File: src/gpc_pkg.sv
// shared constants and register codes for the grid path counter
`default_nettype none

package gpc_pkg;

  localparam int DEF_MAX_COLS   = 128;
  localparam int DEF_COUNT_BITS = 32;

  localparam int OUT_W       = 32;  // width of path_count on the port
  localparam int COLS_REG_W  = 8;   // width of grid_cols
  localparam int ROWS_REG_W  = 16;  // width of grid_rows
  localparam int CFG_IDX_W   = 8;
  localparam int CFG_DATA_W  = 16;

  typedef enum logic [CFG_IDX_W-1:0] {
    REG_GRID_COLS = 8'd0,
    REG_GRID_ROWS = 8'd1
  } cfg_reg_t;

endpackage

`default_nettype wire

File: src/gpc_cell.sv
// one stage of the row buffer chain: loads a new count at the entry point, else shifts
`default_nettype none

module gpc_cell
  import gpc_pkg::*;
#(
  parameter int POS        = 0,
  parameter int COUNT_BITS = DEF_COUNT_BITS,
  parameter int IDX_W      = 7
) (
  input  wire logic                  clk,
  input  wire logic                  shift,
  input  wire logic [IDX_W-1:0]      entry,
  input  wire logic [COUNT_BITS-1:0] new_count,
  input  wire logic [COUNT_BITS-1:0] prev_count,
  output      logic [COUNT_BITS-1:0] count
);

  localparam logic [IDX_W-1:0] MY_POS = IDX_W'(POS);

  always_ff @(posedge clk) begin
    if (shift) begin
      count <= (entry == MY_POS) ? new_count : prev_count;
    end
  end

endmodule

`default_nettype wire

File: src/gpc_row_chain.sv
// row of counts held as a chain of cells; a count leaves the tail one grid row after entry
`default_nettype none

module gpc_row_chain
  import gpc_pkg::*;
#(
  parameter int MAX_COLS   = DEF_MAX_COLS,
  parameter int COUNT_BITS = DEF_COUNT_BITS,
  parameter int IDX_W      = 7
) (
  input  wire logic                  clk,
  input  wire logic                  shift,
  input  wire logic [IDX_W-1:0]      entry,
  input  wire logic [COUNT_BITS-1:0] new_count,
  output      logic [COUNT_BITS-1:0] tail_count
);

  logic [COUNT_BITS-1:0] stage [MAX_COLS];

  for (genvar k = 0; k < MAX_COLS; k++) begin : g_cell
    logic [COUNT_BITS-1:0] prev;
    if (k == 0) begin : g_head
      assign prev = '0;
    end else begin : g_body
      assign prev = stage[k-1];
    end

    gpc_cell #(
      .POS        (k),
      .COUNT_BITS (COUNT_BITS),
      .IDX_W      (IDX_W)
    ) u_cell (
      .clk        (clk),
      .shift      (shift),
      .entry      (entry),
      .new_count  (new_count),
      .prev_count (prev),
      .count      (stage[k])
    );
  end

  assign tail_count = stage[MAX_COLS-1];

endmodule

`default_nettype wire

File: config.mk
export PLATFORM = sky130hd
export DESIGN_NAME = gpc_row_chain
export DESIGN_NICKNAME = d
export VERILOG_FILES = /design/src/gpc_pkg.sv /design/src/gpc_cell.sv /design/src/gpc_row_chain.sv
export SDC_FILE = /design/constraint.sdc
export NUM_CORES = 2
export LEC_CHECK = 0
export BUFFER_PORTS_ARGS = -buffer_cell sky130_fd_sc_hd__buf_2
export CORE_ASPECT_RATIO = 0.6
export CORE_MARGIN = 3
export CORE_UTILIZATION = 35
export DETAILED_ROUTE_END_ITERATION = 10
export GPL_ROUTABILITY_DRIVEN = 0
export PLACE_DENSITY_LB_ADDON = 0.2
export SYNTH_ARGS = -nofsm -noshare
export SYNTH_HDL_FRONTEND = slang
export SYNTH_SLANG_ARGS = --single-unit
File: constraint.sdc
create_clock -name clk -period 2.4 [get_ports clk]
set_input_delay 0.48 -clock clk [delete_from_list [all_inputs] [get_ports clk]]
set_output_delay 0.48 -clock clk [all_outputs]
set_load 0.02 [all_outputs]
Yosys cells after proc, flatten, opt, wreduce, memory -nomap -nowiden --
Cells that the tools add are included.
Storage, ports and cells: register bits 4096, output and inout port bits 32, logic and storage cells 383, input bits 41
Cells by class: mux-type cells 127, reductions and logical operators 1, eq/ne operators 127
Operators with widths (number):
- two-way mux 32 bit | 127
- equality test 7 bit, second input constant | 64
- equality test 7 x 6 -> 1 bit, second input constant | 32
- equality test 7 x 5 -> 1 bit, second input constant | 16
- equality test 7 x 4 -> 1 bit, second input constant | 8
- equality test 7 x 3 -> 1 bit, second input constant | 4
- equality test 7 x 2 -> 1 bit, second input constant | 2
- equality test 7 x 1 -> 1 bit, second input constant | 1
- zero test 7 bit | 1

Logic depth before layout (Yosys ltp) --
depth in word-level cells 2, mapped depth 6, mapped depth without buffers 3

Cells and area by module --
From an unflattened synthesis, not the netlist that was laid out.
Unflattened totals: cells, all modules 8941, area total of the unflattened synthesis 188453.2 µm²
Modules (own cells, without submodules):
- gpc_cell (g_cell[16].u_cell ...) | times used 15, area an instance 1493.9 µm², cells each 70, sequential area each 960.9 µm²
- gpc_cell (g_cell[100].u_cell ...) | times used 12, area an instance 1524.0 µm², cells each 70, sequential area each 960.9 µm²
- gpc_cell (g_cell[23].u_cell ...) | times used 12, area an instance 1402.6 µm², cells each 69, sequential area each 960.9 µm²
- gpc_cell (g_cell[103].u_cell ...) | times used 8, area an instance 1549.0 µm², cells each 70, sequential area each 960.9 µm²
- gpc_cell (g_cell[101].u_cell ...) | times used 8, area an instance 1525.2 µm², cells each 70, sequential area each 960.9 µm²
- gpc_cell (g_cell[17].u_cell ...) | times used 8, area an instance 1496.4 µm², cells each 70, sequential area each 960.9 µm²
- gpc_cell (g_cell[19].u_cell ...) | times used 6, area an instance 1505.2 µm², cells each 70, sequential area each 960.9 µm²
- gpc_cell (g_cell[108].u_cell ...) | times used 6, area an instance 1400.1 µm², cells each 70, sequential area each 960.9 µm²
- gpc_cell (g_cell[0].u_cell ...) | times used 5, area an instance 1491.4 µm², cells each 70, sequential area each 960.9 µm²
- gpc_cell (g_cell[48].u_cell ...) | times used 5, area an instance 1386.3 µm², cells each 70, sequential area each 960.9 µm²
- gpc_cell (g_cell[119].u_cell ...) | times used 4, area an instance 1555.2 µm², cells each 70, sequential area each 960.9 µm²
- gpc_cell (g_cell[113].u_cell ...) | times used 4, area an instance 1522.7 µm², cells each 70, sequential area each 960.9 µm²
- gpc_cell (g_cell[65].u_cell ...) | times used 4, area an instance 1512.7 µm², cells each 70, sequential area each 960.9 µm²
- gpc_cell (g_cell[69].u_cell ...) | times used 4, area an instance 1501.4 µm², cells each 70, sequential area each 960.9 µm²
- +12 rows

Worst setup path before layout --
Ideal clock, no wire load.
path kind input-to-reg, start point input port entry[2], end point register g_cell[17].u_cell.count[10] (data pin), data required time 2.140 ns, library setup time 0.260 ns, path slack 0.311 ns, stages 5, path buffers 2, arrival 1.830 ns, cells stage by stage buf_4 -> nor4b_2 -> nand2_1 -> buf_2 -> mux2_2
On the way: longest elaborated chain between the ends 2
Ends and longest elaborated chain:
- from (decl) | line gpc_row_chain.sv:13 | input wire logic [IDX_W-1:0] entry,
- equality test 7 x 5 -> 1 bit | line gpc_cell.sv:23 | count <= (entry == MY_POS) ? new_count : prev_count;
- two-way mux 32 bit | line gpc_cell.sv:23
- to (signal assigned) | line gpc_cell.sv:23
- to (decl) | line gpc_cell.sv:16 | output logic [COUNT_BITS-1:0] count
No other way between the ends. A chain may end at the register's enable or synchronous reset.

Worst setup path after layout --
start point register g_cell[127].u_cell.count[7], end point output port tail_count[7]
RTL lines:
- from (decl) | line gpc_cell.sv:16
- from (signal assigned) | line gpc_cell.sv:23
- to (decl) | line gpc_row_chain.sv:15 | output logic [COUNT_BITS-1:0] tail_count
No word-level cell between the ends.

==> impl_metrics.toml <==
[logic_synthesis]
synth.most_common_cell = "edfxtp_1"
synth_edf_count = 4096
yosys.cell_types.count = 21
synth_async_sr_flop_share_pct = 0
synth_area_leaders = "edfxtp_1, mux2_2, buf_2"
syn-num-nets = 9249
synth-warning-count = 0
synth_common_cells = "edfxtp_1, mux2_2, clkbuf_1, buf_2, nand2_1"
syn-instance-count = 9208
yosys_most_used_dff = "edfxtp_1"
ys_ff_latch = 4096
avgSynthCellArea_sq_um = 18.8
yosysTopAreaCellShare_pct = 70.9
syn_area_sq_um = 173000
yosys.area.top_type = "edfxtp_1"
yosysSeqAreaShare_pct = 70.9

[cts]
cts_tree = "done"
clk_latency_ps = 940
cts_max_level = 5
clockBufferDepth = 4
clk_pin_slew_ps = 70
cts.sinks = 4096
root_buffer = "clkbuf_16"
cts_made_buffers = 390
ctsResizeCount = 0

[place]
preCtsSetupSlack_ps = -276
dp_hpwl_um = 221000
dp.cells = 15393
numPortBuffers = 72
place_area_sq_um = 185000

[sta]
max-slew-margin-rel_pct = 41.7
layout_worst_path_cycle_share_pct = 94.6
fin_crit_ps = 2270
final_hold_viol_count = 0
slew_violations = 0
setup_slack_ps = 129
fmax_mhz = 440
fin_skew_ps = 35.1
grt_setup_unrepaired = "false"
final-setup-viol-count = 0
hold_ws_ps = 105
worst_pin_slew_ps = 874

[final_layout]
multiInputGateArea_sq_um = 47100
area_growth_pct = 14.1
top_register = "g_cell.u_cell.count"
drive_above_1_share_pct = 54.0
postLayoutCellArea_sq_um = 198000
final_nets = 9298
utilization_pct = 40.2
seqCellArea_sq_um = 123000
largest_reg_flops = 4096
reg_top3 = "g_cell.u_cell.count x4096"
n_fill_cell = 43483
final_cells = 16104

[routing]
vias_per_cell = 5.07
ant_nets = 0
drt_iter0_drc = 7270
wl_per_cell_um = 23.8
drt_first_pass_iters = 5
drc = 0
dr_total_vias = 81598
drt-total-wl_um = 384000

[critical_path]
cp_slowest_cell = "edfxtp_1"
start_kind = "flip-flop"
cp.arrival_ps = 1790
crit_fanout = 1
max_stage_delay_ps = 600
worst-path-buf-inv = 1
crit_chain = "buf_2"
r2r-start = "g_cell[126].u_cell.count[17]"
crit_family = "flip-flops"
worstSetupPathType = "reg -> out"
crit_path_start = "g_cell[127].u_cell.count[7]"
cp.required_ps = 1920
cp-end-kind = "output port"

[job]
maxCapViolations = 0

[grt]
grt_pass1_wl_um = 580000
overflow = 0
grt_pass1_vias = 84960
antenna_found_initial = 30
track_usage_pct = 14.9
grt_max_degree = 101

[run_status]
outcome = "finished clean"

[die]
die_area_sq_um = 504000
die_w_um = 915
io_pins = 73
fp.coreArea_sq_um = 492000
fp.dieH_um = 551
start_util_pct = 35.3
placementRows = 199

[power]
netSwitchingPower_w = 0.0331
power_frac_clock_pct = 39.9
p_comb_share_pct = 5.3
power.share.sequential_pct = 54.9
power.density_nw_per_um2 = 779
leakage_nw = 66.7
switching_share_pct = 21.5
power.internal_w = 0.121
ir_drop_mv = 0.495

[min_path]
min-delay-path-class = "in -> reg"
hold_start = "new_count[12]"
area by class of cell:
cell class              count  share of cell area (%)
diodes                      4                 0.00506
clock buffers             475                    5.17
clock inverters           228                    1.05
multi-input cells        4255                    23.8
flip-flops and latches   4096                    62.2
well taps                6532                    4.13
repair buffers            514                    3.63
worst paths after layout:
path	end	slack, ps	depth (start not counted)
worst max-delay path	tail_count[7]	130	1
worst min-delay path	g_cell[0].u_cell.count[12]	100	2
worst max register to register	g_cell[127].u_cell.count[17]	1230	1
worst min register to register	g_cell[10].u_cell.count[1]	520	1
layer usage:
metal  track usage, %  vias to the layer above  routed length (um)
met5                0                        -                  13
met4             2.84                        2                6870
li1                 -                    36138                   -
met1             24.0                    43499              199000
met2             21.3                     1478              161000
met3             2.08                      481               16700
placed cells by master (no fill, tap or decap), drive strengths merged:
| master | count |
|---|---|
| diode | 4 |
| clkbuf | 475 |
| and3b | 3 |
| or3 | 1 |
| clkinv | 172 |
| nor3b | 3 |
| nand4b | 4 |
| nor2 | 40 |
| nor4b | 4 |
| dlygate4sd3 | 4 |
| nand3b | 3 |
| nand2 | 87 |
| nand4 | 1 |
| bufinv | 33 |
| or3b | 3 |
| and3 | 33 |
| mux2 | 4064 |
| edfxtp | 4096 |
| nor3 | 1 |
| nand3 | 1 |
| nor4 | 1 |
| buf | 510 |
| inv | 12 |
| nor4bb | 6 |
| clkinvlp | 11 |
cells by family after synthesis:
logic type,Yosys count,share of synthesized area (%)
multiplexers,4064,26.4
flip-flops,4096,70.9
AND/OR/NAND/NOR,191,0.556
buffers and inverters,857,2.12
power by group through the flow:
stage | clock (W) | combinational, W | sequential [W]
final | 0.0614 | 0.00809 | 0.0845
after global routing | 0.0661 | 0.00885 | 0.0849
after CTS | 0.0632 | 0.00829 | 0.0846
after detailed placement | 0 | 0.00819 | 0.0861
after global placement | 0 | 0.00807 | 0.0861
after floorplan | 0 | 0.00431 | 0.0856
timing repair:
item | CTS | global route
endpoints found under the hold margin | 20 | 0
hold buffers | 4 | 0
setup buffers | 0 | 0
through the flow:
stage	total power (W)	setup TNS, ps
3_5_place_dp	0.0943	-170380
4_1_cts	0.156	0
5_1_grt	0.160	0
2_1_floorplan	0.0899	0
3_3_place_gp	0.0941	-159210
6_report	0.154	0
No activity file was read; power rests on OpenSTA's default activity.
